[config.mk]
export PLATFORM = sky130hd
export DESIGN_NAME = button_debounce_press_classifier
export DESIGN_NICKNAME = d
export VERILOG_FILES = /design/src/rtl/core/bdpc_pkg.sv /design/src/rtl/core/button_debounce_press_classifier.sv
export SDC_FILE = /design/constraint.sdc
export NUM_CORES = 1
export LEC_CHECK = 0
export BUFFER_PORTS_ARGS = -buffer_cell sky130_fd_sc_hd__buf_2
export CAP_MARGIN = 30
export CORE_UTILIZATION = 63
export CTS_BUF_LIST = sky130_fd_sc_hd__clkbuf_2
export CTS_CLUSTER_SIZE = 28
export DETAILED_ROUTE_END_ITERATION = 8
export PLACE_DENSITY = 0.88
export SYNTH_ARGS = -nofsm -noshare
export SYNTH_HDL_FRONTEND = slang
export SYNTH_SLANG_ARGS = --single-unit
[constraint.sdc]
create_clock -name clk -period 9.2 [get_ports clk]
set_input_delay 1.84 -clock clk [delete_from_list [all_inputs] [get_ports clk]]
set_output_delay 1.84 -clock clk [all_outputs]
set_load 0.02 [all_outputs]
[src/rtl/core/bdpc_pkg.sv]
`timescale 1ns / 1ps
`default_nettype none

package bdpc_pkg;

	localparam int unsigned TimeW = 32;
	localparam int unsigned CountW = 32;
	localparam int unsigned CfgW = 16;
	localparam int unsigned CfgIdxW = 2;

	typedef logic [TimeW-1:0] time_ms_t;
	typedef logic [CountW-1:0] count_t;
	typedef logic [CfgW-1:0] cfg_val_t;
	typedef logic [CfgIdxW-1:0] cfg_idx_t;

	// Configuration register indexes.
	localparam cfg_idx_t CFG_DEBOUNCE = 2'd0;
	localparam cfg_idx_t CFG_LONG_PRESS = 2'd1;
	localparam cfg_idx_t CFG_BLINK_PERIOD = 2'd2;

	// Configuration values after reset.
	localparam cfg_val_t DEBOUNCE_RST = 16'd30;
	localparam cfg_val_t LONG_PRESS_RST = 16'd700;
	localparam cfg_val_t BLINK_PERIOD_RST = 16'd500;

endpackage

`default_nettype wire

[src/rtl/core/button_debounce_press_classifier.sv]
`timescale 1ns / 1ps
`default_nettype none

// Debounced push-button with press/release classification and a status blink.
// Every input transaction carries one button sample (1 means pressed) and a
// wrapping millisecond timestamp, and produces exactly one output transaction.
// A raw level that differs from the debounced level is accepted once it has
// held for the debounce time since the last raw change; an accepted press
// counts, stamps its time and toggles ring_on, and an accepted release reports
// the held time and flags it long when it reaches the long-press threshold.
// The blink level toggles whenever the blink period has passed since its
// previous toggle. All time differences wrap modulo 2^32, and the first sample
// after reset seeds the raw and debounced levels. The block takes one sample
// per clock cycle unless in_stall holds it: a sample is captured in an input
// register, evaluated against the state by one pass of subtract-and-compare
// logic, and lands in the result register. A new input transaction is taken
// while a finished result waits, as long as the input register can move on.
// Configuration writes (index 0 debounce time, 1 long-press threshold,
// 2 blink period, others ignored) are expected only while the block is idle.
module button_debounce_press_classifier
	import bdpc_pkg::*;
(
	input  wire logic             clk,
	input  wire logic             arst_n,

	input  wire logic             cfg_we,
	input  wire cfg_idx_t         cfg_index,
	input  wire cfg_val_t         cfg_data,

	input  wire logic             in_valid,
	output logic                  in_stall,
	input  wire logic             button_down,
	input  wire time_ms_t         now_ms,

	output logic                  out_valid,
	input  wire logic             out_stall,
	output logic                  press_event,
	output logic                  release_event,
	output logic                  long_press,
	output time_ms_t              held_ms,
	output logic                  ring_on,
	output logic                  blink_on,
	output count_t                press_total,
	output count_t                bounce_total
);

	// Configuration registers.
	cfg_val_t debounce_q, long_press_q, blink_period_q;

	// Input register stage.
	logic     valid_s1;
	logic     button_s1;
	time_ms_t now_s1;

	// Debounce and classification state.
	logic     primed_q, raw_prev_q, stable_q, ring_q, blink_q;
	time_ms_t change_time_q, press_time_q, blink_time_q;
	count_t   press_cnt_q, bounce_cnt_q;

	// Result register stage.
	logic     valid_s2;
	logic     press_s2, release_s2, long_s2, ring_s2, blink_s2;
	time_ms_t held_s2;
	count_t   press_tot_s2, bounce_tot_s2;

	// Evaluation of the sample held in the input register.
	logic     adv;
	logic     eff_raw_prev, eff_stable, flip, bounce, accept, blink_hit;
	logic     press_d, release_d, long_d;
	time_ms_t eff_change, change_d, since_change, held_d, since_blink;
	count_t   press_cnt_d, bounce_cnt_d;

	// The sample in stage 1 moves to the result register when that register
	// is empty or its current transaction is taken in this cycle.
	assign adv = valid_s1 && (!valid_s2 || !out_stall);
	assign in_stall = valid_s1 && !adv;

	always_comb begin
		// Before the first sample, the sample itself seeds the levels.
		eff_raw_prev = primed_q ? raw_prev_q : button_s1;
		eff_stable = primed_q ? stable_q : button_s1;
		eff_change = primed_q ? change_time_q : now_s1;

		flip = button_s1 != eff_raw_prev;
		change_d = flip ? now_s1 : eff_change;
		bounce = flip && (button_s1 != eff_stable);
		bounce_cnt_d = bounce_cnt_q + (bounce ? count_t'(1) : count_t'(0));

		since_change = now_s1 - change_d;
		accept = (button_s1 != eff_stable)
			&& (since_change >= time_ms_t'(debounce_q));

		press_d = accept && button_s1;
		release_d = accept && !button_s1;
		held_d = release_d ? (now_s1 - press_time_q) : '0;
		long_d = release_d && (held_d >= time_ms_t'(long_press_q));
		press_cnt_d = press_cnt_q + (press_d ? count_t'(1) : count_t'(0));

		since_blink = now_s1 - blink_time_q;
		blink_hit = since_blink >= time_ms_t'(blink_period_q);
	end

	// Configuration port.
	always_ff @(posedge clk or negedge arst_n) begin
		if (!arst_n) begin
			debounce_q <= DEBOUNCE_RST;
			long_press_q <= LONG_PRESS_RST;
			blink_period_q <= BLINK_PERIOD_RST;
		end else if (cfg_we) begin
			case (cfg_index)
				CFG_DEBOUNCE: begin
					debounce_q <= cfg_data;
				end
				CFG_LONG_PRESS: begin
					long_press_q <= cfg_data;
				end
				CFG_BLINK_PERIOD: begin
					blink_period_q <= cfg_data;
				end
				default: begin
				end
			endcase
		end
	end

	// Input register.
	always_ff @(posedge clk or negedge arst_n) begin
		if (!arst_n) begin
			valid_s1 <= 1'b0;
		end else if (!in_stall) begin
			valid_s1 <= in_valid;
		end
	end

	always_ff @(posedge clk) begin
		if (in_valid && !in_stall) begin
			button_s1 <= button_down;
			now_s1 <= now_ms;
		end
	end

	// State update, once per evaluated sample.
	always_ff @(posedge clk or negedge arst_n) begin
		if (!arst_n) begin
			primed_q <= 1'b0;
			raw_prev_q <= 1'b0;
			stable_q <= 1'b0;
			ring_q <= 1'b0;
			blink_q <= 1'b0;
			change_time_q <= '0;
			press_time_q <= '0;
			blink_time_q <= '0;
			press_cnt_q <= '0;
			bounce_cnt_q <= '0;
		end else if (adv) begin
			primed_q <= 1'b1;
			raw_prev_q <= button_s1;
			change_time_q <= change_d;
			bounce_cnt_q <= bounce_cnt_d;
			press_cnt_q <= press_cnt_d;
			if (accept) begin
				stable_q <= button_s1;
			end else begin
				stable_q <= eff_stable;
			end
			if (press_d) begin
				press_time_q <= now_s1;
				ring_q <= !ring_q;
			end
			if (blink_hit) begin
				blink_time_q <= now_s1;
				blink_q <= !blink_q;
			end
		end
	end

	// Result register.
	always_ff @(posedge clk or negedge arst_n) begin
		if (!arst_n) begin
			valid_s2 <= 1'b0;
		end else if (adv) begin
			valid_s2 <= 1'b1;
		end else if (!out_stall) begin
			valid_s2 <= 1'b0;
		end
	end

	always_ff @(posedge clk) begin
		if (adv) begin
			press_s2 <= press_d;
			release_s2 <= release_d;
			long_s2 <= long_d;
			held_s2 <= held_d;
			ring_s2 <= ring_q ^ press_d;
			blink_s2 <= blink_q ^ blink_hit;
			press_tot_s2 <= press_cnt_d;
			bounce_tot_s2 <= bounce_cnt_d;
		end
	end

	assign out_valid = valid_s2;
	assign press_event = press_s2;
	assign release_event = release_s2;
	assign long_press = long_s2;
	assign held_ms = held_s2;
	assign ring_on = ring_s2;
	assign blink_on = blink_s2;
	assign press_total = press_tot_s2;
	assign bounce_total = bounce_tot_s2;

	// A result never reports a press and a release at once.
	assert property (@(posedge clk) disable iff (!arst_n)
		valid_s2 |-> !(press_s2 && release_s2))
		else $error("press and release in one result");

	// Held time and the long flag are only reported with a release.
	assert property (@(posedge clk) disable iff (!arst_n)
		(valid_s2 && !release_s2) |-> (held_s2 == '0 && !long_s2))
		else $error("held time or long flag without a release");

	// The ring level flips exactly on an accepted press.
	assert property (@(posedge clk) disable iff (!arst_n)
		adv |=> (ring_q == ($past(ring_q) ^ $past(press_d))))
		else $error("ring level out of step with presses");

	// The bounce counter advances by at most one per sample.
	assert property (@(posedge clk) disable iff (!arst_n)
		adv |=> ((bounce_cnt_q - $past(bounce_cnt_q)) <= count_t'(1)))
		else $error("bounce counter jumped");

	// A held result is never overwritten while it waits.
	assert property (@(posedge clk) disable iff (!arst_n)
		(valid_s2 && out_stall) |-> !adv)
		else $error("result register overwritten while stalled");

endmodule

`default_nettype wire
Word-level counts from Yosys, hierarchy flattened
Cells that the tools add are included.
W data, S select, Z words.
- reduce and logical (&&, ||, !) cells: 22
- equality and inequality tests: 5
- magnitude comparators: 3
- bitwise gates (word level): 2
- $mul: 0
- divide/modulo/power cells: 0
- shift operators: 0
- muxes and demuxes: 10
- add/subtract/negate cells: 5
- operators with widths (cell ; number):
    $ge A32 B16 Y1 ; 3
    $mux W32 ; 3
    $sub A32 B32 Y32 ; 3
    $add A32 B1 Y32 ; 2
    $reduce_and A2 Y1 ; 5
    $logic_and A1 B1 Y1 ; 8
    $logic_not A1 Y1 ; 7
    $mux W1 ; 7
    $eq A2 B1 Y1 const B ; 1
    $eq A2 B2 Y1 const B ; 1
    $logic_not A2 Y1 ; 1
    $ne A1 B1 Y1 ; 2
    $ne A2 B1 Y1 const B ; 1
    $xor A1 B1 Y1 ; 2
    $logic_or A1 B1 Y1 ; 1
- memories kept: 0
- latch bits: 0
- bits in read-only memories: 0
- memory bits (writable): 0
- output and inout port bits: 103
- flip-flop bits (word level): 349
- bits of input ports: 56

Longest topological paths before layout
Gate-level depths: netlist of the first run.
- word-level depth: 10
- gate-level depth with buffers: 42
- mapped depth without buffers: 37

Least setup slack after synthesis of the first run
No wires, ideal clock.
- path kind: reg2reg
- start: register button_s1
- end: register long_s2, in the netlist long_press, data pin
- stages on the path, launching flop included: 43
- slack: 1.332 ns
- data required time: 8.938 ns
- period minus slack after synthesis: 7.868 ns
- arrival time: 7.605 ns
- path through: edfxtp_1 > xnor2_1 > and2_1 > clkbuf_1 > buf_2 > buf_1 > nand2_1 > o21ai_0 > ha_1 > inv_1 > ha_1 > or4_1 > a2bb2oi_1 > o21ai_0 > nor2b_1 > nor2_1 > nor2_1 > xnor2_1 > [... 7 more ...] > nand4_1 > nor4_2 > or3_1 > buf_2 > buf_2 > nor2_1 > ha_1 > a21o_1 > a21oi_1 > o21ai_0 > a21oi_1 > nor2b_1 > o2111ai_1 > a211o_1 > nand4b_1 > a2111oi_0 > and4b_1 > a21oi_1
- cells in the longest elaborated chain, start to end: 10
- elaborated cells on any way between the ends: 13
- classes of those cells: add/sub: 1; order compare: 2; eq/ne: 2; mux: 4; reduce/logical: 4
- ends and longest elaborated chain (what ; RTL line ; source):
    start, declared ; button_debounce_press_classifier.sv:52 ; logic button_s1;
    start signal, assigned ; button_debounce_press_classifier.sv:137 ; button_s1 <= button_down;
    $mux W1 ; button_debounce_press_classifier.sv:80 ; eff_raw_prev = primed_q ? raw_prev_q : button_s1;
    $ne A1 B1 Y1 (*) ; button_debounce_press_classifier.sv:84 ; flip = button_s1 != eff_raw_prev;
    $mux W32 (*) ; button_debounce_press_classifier.sv:85 ; change_d = flip ? now_s1 : eff_change;
    via change_d[0] ; button_debounce_press_classifier.sv:70 ; time_ms_t eff_change, change_d, since_change, held_d, since_blink;
    $sub A32 B32 Y32 (*) ; button_debounce_press_classifier.sv:89 ; since_change = now_s1 - change_d;
    $ge A32 B16 Y1 (*) ; button_debounce_press_classifier.sv:91 ; && (since_change >= time_ms_t'(debounce_q));
    $logic_and A1 B1 Y1 (*) ; button_debounce_press_classifier.sv:91 ;
    $logic_and A1 B1 Y1 (*) ; button_debounce_press_classifier.sv:94 ; release_d = accept && !button_s1;
    $mux W32 (*) ; button_debounce_press_classifier.sv:95 ; held_d = release_d ? (now_s1 - press_time_q) : '0;
    via held_d[4] ; button_debounce_press_classifier.sv:70 ;
    $ge A32 B16 Y1 (*) ; button_debounce_press_classifier.sv:96 ; long_d = release_d && (held_d >= time_ms_t'(long_press_q));
    $logic_and A1 B1 Y1 (*) ; button_debounce_press_classifier.sv:96 ;
    via long_d ; button_debounce_press_classifier.sv:69 ; logic press_d, release_d, long_d;
    end signal, assigned ; button_debounce_press_classifier.sv:192 ; long_s2 <= long_d;
    end, declared ; button_debounce_press_classifier.sv:62 ; logic press_s2, release_s2, long_s2, ring_s2, blink_s2;
The timed path passes the listed nets; every way through them passes the cells marked *.
A chain may end at the register's enable or synchronous reset.

Worst setup path after layout of the first run
- start: register button_s1
- end: register long_s2, in the netlist long_press, data pin
- cells in the longest elaborated chain, start to end: 10
- elaborated cells on any way between the ends: 13
- classes of those cells: add/sub: 1; order compare: 2; eq/ne: 2; mux: 4; reduce/logical: 4
- ends and longest elaborated chain (what ; RTL line):
    $mux W1 ; button_debounce_press_classifier.sv:80
    $ne A1 B1 Y1 ; button_debounce_press_classifier.sv:84
    $mux W32 ; button_debounce_press_classifier.sv:85
    $sub A32 B32 Y32 ; button_debounce_press_classifier.sv:89
    $ge A32 B16 Y1 ; button_debounce_press_classifier.sv:91
    $logic_and A1 B1 Y1 ; button_debounce_press_classifier.sv:91
    $logic_and A1 B1 Y1 (*) ; button_debounce_press_classifier.sv:94
    $mux W32 (*) ; button_debounce_press_classifier.sv:95
    via held_d[3] ; button_debounce_press_classifier.sv:70
    $ge A32 B16 Y1 (*) ; button_debounce_press_classifier.sv:96
    $logic_and A1 B1 Y1 (*) ; button_debounce_press_classifier.sv:96
    via long_d ; button_debounce_press_classifier.sv:69
Marks and branches as above.

==> impl_metrics.json, run 1 <==
{
  "slew_headroom_pct": 40.5,
  "place_hpwl_microns": 34700,
  "maxCapViolCount": 0,
  "start_util_pct": 64.7,
  "synth_nets": 2186,
  "grt.overflow.total": 0,
  "die_y_microns": 183,
  "finalSetupViolCount": 0,
  "synth_edf_count": 134,
  "dieWidth_microns": 183,
  "via_per_inst": 5.84,
  "fin_cells": 2697,
  "vias": 15700,
  "synth_warnings": 0,
  "placedCellCount": 2535,
  "antenna_found_initial": 2,
  "hold_path.class": "flip-flop to flip-flop",
  "cp_num_buf_inv": 3,
  "tightest_slew_ns": 0.889,
  "clkTransAtPathRegs_ns": 0.10,
  "fin_tns_setup_ns": 0,
  "status": "finished, final reports clean",
  "ioPinCount": 159,
  "vdd_drop_max_uv": 147,
  "core_sq_um": 31900,
  "fin_skew_ns": 0.121,
  "crit_top_cell": "o21ai_0",
  "fin_nets": 2381,
  "synth.distinct_cells": 82,
  "cts_hold_buf": 0,
  "ant_nets": 0,
  "wire_per_inst_microns": 17.1,
  "syn_area_per_cell_sq_um": 10.4,
  "slowest_stage": "or4_1",
  "cts_setup_buffers": 0,
  "final_hold_viol_count": 0,
  "first_iter_violations": 1025,
  "drive_gt1_share_pct": 18.5,
  "max_stage_delay_ns": 0.53,
  "synth_largest_area_cell": "dfrtp_1",
  "clock.fmax_mhz": 118,
  "grt_max_degree": 87,
  "final_common_cell": "dfrtp_1",
  "synthArstFlopShare_pct": 61.6,
  "fin_util_pct": 71.0,
  "synth_cells": 1993,
  "rows": 65,
  "setup_slack_ns": 0.726,
  "layout_common_cells": "199 x dfrtp_1, 181 x nand2_1, 157 x buf_2, 149 x inv_1, 135 x ha_1",
  "cp_max_fo": 42,
  "cts_tree": "yes",
  "area_growth_pct": 9.75,
  "drc_errors": 0,
  "ys_seq_area_share_pct": 45.7,
  "synthesis.area_sq_um": 20600,
  "p_leak_uw": 0.0107,
  "clk_latency_ns": 1.05,
  "cp-end-kind": "flip-flop",
  "track_usage_pct": 28.0,
  "critical_path_class": "flip-flop to flip-flop",
  "htreeDepth": 3,
  "p_per_area_nw_per_um2": 234,
  "grt_pass1_vias": 15400,
  "synth_seq_cells": 349,
  "dp_slack_ns": 0.858,
  "ys_top_cells_by_area": "dfrtp_1 24%, edfxtp_1 20%, ha_1 8.2%",
  "start_kind": "flip-flop",
  "post_cts_resized": 0,
  "period_share_pct": 92.1,
  "routed_wirelength_microns": 46200,
  "critPathTopFamily": "compound AO/OA/AOI/OAI gates",
  "synthFlopType": "dfrtp_1",
  "io_buffers": 158,
  "rsz0062_at_grt": "false",
  "dieArea_sq_um": 33500,
  "cts_buffers": 86,
  "cts.sinks": 349,
  "root_buffer": "clkbuf_2",
  "place.gp.congestion": 0.942,
  "crit_arrival_ns": 9.19,
  "grt_pass1_wl_microns": 74400,
  "clockBufferDepth": 3,
  "drv_slew": 0,
  "dr.pass1.iters": 5,
  "critPathRequiredTime_ns": 9.92,
  "synth_top_area_share_pct": 24.1,
  "min_period_ns": 8.47
}
report_power, final:
part / internal, uW / leakage, uW / switching [uW]
clock network: 398 / 0.000602 / 637
registers: 1890 / 0.00399 / 151
logic: 922 / 0.00607 / 1300
area by class of cell:
class	instances	area, sq um
antenna	2	5.00
tap	435	544
sequential	349	9420
inverter	150	568
multi-input combinational	1428	10300
clock inverter	37	195
clock buffer	123	616
timing repair buffer	173	945
fill	2356	9240
cell usage after synthesis, types with 27 or more instances:
cell type and count:
edfxtp_1 134, clkbuf_1 48, nand4_1 27, a21o_1 36, and3_1 35, mux2_2 45, o21ai_0 102, dfrtp_1 199
nor2b_1 32, xnor2_1 106, a21oi_1 88, mux2_1 28, nand2_1 182, nor3_1 29, ha_1 135, nor2_1 126
xor2_1 88, nand3_1 59, mux2i_1 32, inv_1 149
flip-flops by register name, indices dropped and copies added, names as in the netlist, 16 cells and up:
name            count
press_total        32
change_time_q      32
debounce_q         16
blink_period_q     16
bounce_cnt_q       32
press_time_q       32
bounce_total       32
long_press_q       16
press_cnt_q        32
blink_time_q       32
now_s1             32
held_ms            32
kinds of logic after synthesis:
logic type,synth area share (%)
simple gates,13.2
compound gates,12.3
flops,45.7
buf+inv,4.26
xor+xnor,8.24
fa+ha+maj,8.92
mux,7.43
final timing paths:
| path | from | to | slack, ns | depth (start not counted) |
|---|---|---|---|---|
| min in group asynchronous | arst_n | press_time_q[4] | 0.84 | 1 |
| max in group asynchronous | arst_n | change_time_q[22] | 7.12 | 3 |
| hold reg to reg | change_time_q[0] | change_time_q[0] | 0.49 | 2 |
| setup / recovery | button_s1 | long_press | 0.73 | 37 |
| setup reg to reg | button_s1 | long_press | 0.73 | 37 |
| hold / removal | change_time_q[0] | change_time_q[0] | 0.49 | 2 |
routing by layer:
layer,GRT usage [%],up-vias,wire length [microns]
met5,0,-,0
met4,11.0,0,1340
met3,5.14,113,2870
met2,46.7,542,21800
met1,36.3,7552,20300
li1,-,7539,-
worst reg2reg max path: cells and delay by family (launching register included):
kind	cells	cell delay (ns)
AOI/OAI and AO/OA	17	3.02
and+or+nand+nor	12	2.51
buffers and inverters	3	1.01
adders and majority gates	3	0.76
DFF	1	0.49
xor gates and xnor gates	2	0.46
metrics by stage:
stage	power (uW)	area, sq um	hold WS (ns)
floorplan	3720	20600	0.446
global placement	4180	21800	0.460
detailed placement	4260	21800	0.462
CTS	5310	22600	0.484
global route	5680	22600	0.505
finish	5300	22600	0.485
Power figures use the tool's default switching activity.
==> inputs of run 2 (changes only) <==
BUFFER_PORTS_ARGS = unset   (was -buffer_cell sky130_fd_sc_hd__buf_2)
CORE_UTILIZATION = 67   (was 63)
DONT_BUFFER_PORTS = 1   (was unset)
RECOVER_POWER = 25   (was unset)
==> run 2 against run 1 <==
  * Cell area fell by 3.9%
  * Critical endpoint unchanged
  * Flip-flop and latch count did not move
  * Largest power group is now sequential cells
  * Sequential power rose by 4%
==> impl_metrics.json, run 2 (synthesis gave the netlist of run 1 again) <==
{
  "area_growth_pct": 5.47,
  "grt_max_degree": 216,
  "fin_nets": 2218,
  "maxCapViolCount": 0,
  "core_sq_um": 30000,
  "cts_hold_buf": 0,
  "internal_power_uw": 3180,
  "hold_path.class": "flip-flop to flip-flop",
  "cts_setup_buffers": 0,
  "htreeDepth": 3,
  "clock.fmax_mhz": 119,
  "reg2reg_slack_ns": 0.81,
  "wire_per_inst_microns": 18.9,
  "clk_latency_ns": 0.96,
  "max_stage_delay_ns": 0.54,
  "rr_startpoint": "button_s1",
  "clkTransAtPathRegs_ns": 0.11,
  "dp_slack_ns": 0.872,
  "place.gp.congestion": 0.916,
  "rsz0062_at_grt": "false",
  "dr.pass1.iters": 6,
  "critical_path_class": "flip-flop to flip-flop",
  "grt.overflow.total": 0,
  "rows": 63,
  "crit_path_start": "button_s1",
  "holdPathEnd": "out_valid",
  "cts_tree": "yes",
  "final_common_cell": "dfrtp_1",
  "grt_pass1_wl_microns": 75000,
  "post_cts_resized": 0,
  "clockPowerShare_pct": 20.1,
  "drv_slew": 0,
  "tightest_slew_ns": 0.874,
  "slew_headroom_pct": 41.6,
  "status": "finished, final reports clean",
  "min_period_ns": 8.39,
  "reg2reg_depth": 37,
  "hold-path-cell-count": 1,
  "routed_wirelength_microns": 47200,
  "cp_max_fo": 32,
  "cts_buffers": 85,
  "slowest_stage": "or4_1",
  "track_usage_pct": 30.4,
  "critPathRequiredTime_ns": 9.88,
  "dieArea_sq_um": 31500,
  "crit_arrival_ns": 9.07,
  "start_kind": "flip-flop",
  "fin_skew_ns": 0.0911,
  "layout_common_cells": "199 x dfrtp_1, 181 x nand2_1, 149 x inv_1, 135 x ha_1, 134 x edfxtp_1",
  "sequentialPowerShare_pct": 40.4,
  "start_util_pct": 68.9,
  "swShare_pct": 39.5,
  "antenna_found_initial": 2,
  "cp-end-kind": "flip-flop",
  "drive_gt1_share_pct": 12.3,
  "ant_nets": 0,
  "dieWidth_microns": 177,
  "final_hold_viol_count": 0,
  "cts.sinks": 349,
  "p_leak_uw": 0.00999,
  "r2r-end": "long_press",
  "combinationalPowerShare_pct": 39.4,
  "first_iter_violations": 1046,
  "die_y_microns": 177,
  "root_buffer": "clkbuf_2",
  "clockBufferDepth": 3,
  "period_share_pct": 91.2,
  "vdd_drop_max_uv": 126,
  "p_per_area_nw_per_um2": 242,
  "place_hpwl_microns": 34800,
  "fin_tns_setup_ns": 0,
  "switchingPower_uw": 2080,
  "grt_pass1_vias": 14800,
  "vias": 15200,
  "io_buffers": 0,
  "setup_slack_ns": 0.809,
  "min-delay-start": "valid_s1",
  "finalSetupViolCount": 0,
  "ioPinCount": 159,
  "via_per_inst": 6.10,
  "drc_errors": 0
}
-- run 2: cell types whose count changed in the layout (fill, tap and decap cells not counted), moves of 2 or more --
| cell | change |
|---|---|
| buf_2 | -157 |
| clkbuf_2 | +3 |
| clkinv_1 | -3 |
| buf_4 | -4 |
| clkinvlp_4 | -2 |
-- run 2: worst max path at each step --
stage,to,cells after the start,slack [ns]
after CTS,long_press,37,0.81
after global placement,long_press,37,1.14
after floorplan,long_press,42,1.33
after detailed placement,long_press,37,0.87
final,long_press,37,0.81
after global routing,long_press,37,0.09
-- run 2: worst max-delay path: cells and delay by family (launching register included) --
family,cells,cell delay [ns]
AO/OA/AOI/OAI,15,2.79
XOR/XNOR,2,0.47
adder cells (fa/ha/maj),4,1.07
buffers and inverters,2,0.45
flip-flops,1,0.50
AND/OR/NAND/NOR,14,2.84
-- run 2: final cells by class --
| type | count | area [sq um] |
|---|---|---|
| fill | 2077 | 8200 |
| clock buffer | 126 | 631 |
| inverter | 150 | 568 |
| timing repair buffer | 11 | 108 |
| tap | 390 | 488 |
| multi-input combinational | 1428 | 10400 |
| antenna | 2 | 5.00 |
| clock inverter | 34 | 183 |
| sequential | 349 | 9420 |
-- run 2: metal layers --
metal	up-vias	wire length [microns]	global-route usage [%]
met5	-	0	0
met4	0	1230	10.7
met3	101	3520	5.31
met2	615	22200	49.8
met1	7281	20200	40.8
li1	7202	-	-
-- run 2: through the flow --
step	cell area [sq um]	util (%)	std cells	hold slack, ns	total power (uW)
floorplan	20600	-	1993	0.446	3720
global placement	20900	69.7	2325	0.465	4110
detailed placement	20900	69.8	2327	0.471	4200
CTS	21700	72.5	2487	0.468	5260
global route	21800	72.6	2489	0.488	5630
finish	21800	72.6	2490	0.444	5260
-- run 2: power groups by stage --
stage	Combinational (uW)	Clock, uW	Sequential, uW
3_5_place_dp	2040	0	2160
4_1_cts	2050	1090	2130
6_report	2080	1060	2130
5_1_grt	2310	1160	2160
2_1_floorplan	1620	0	2100
3_3_place_gp	1970	0	2140
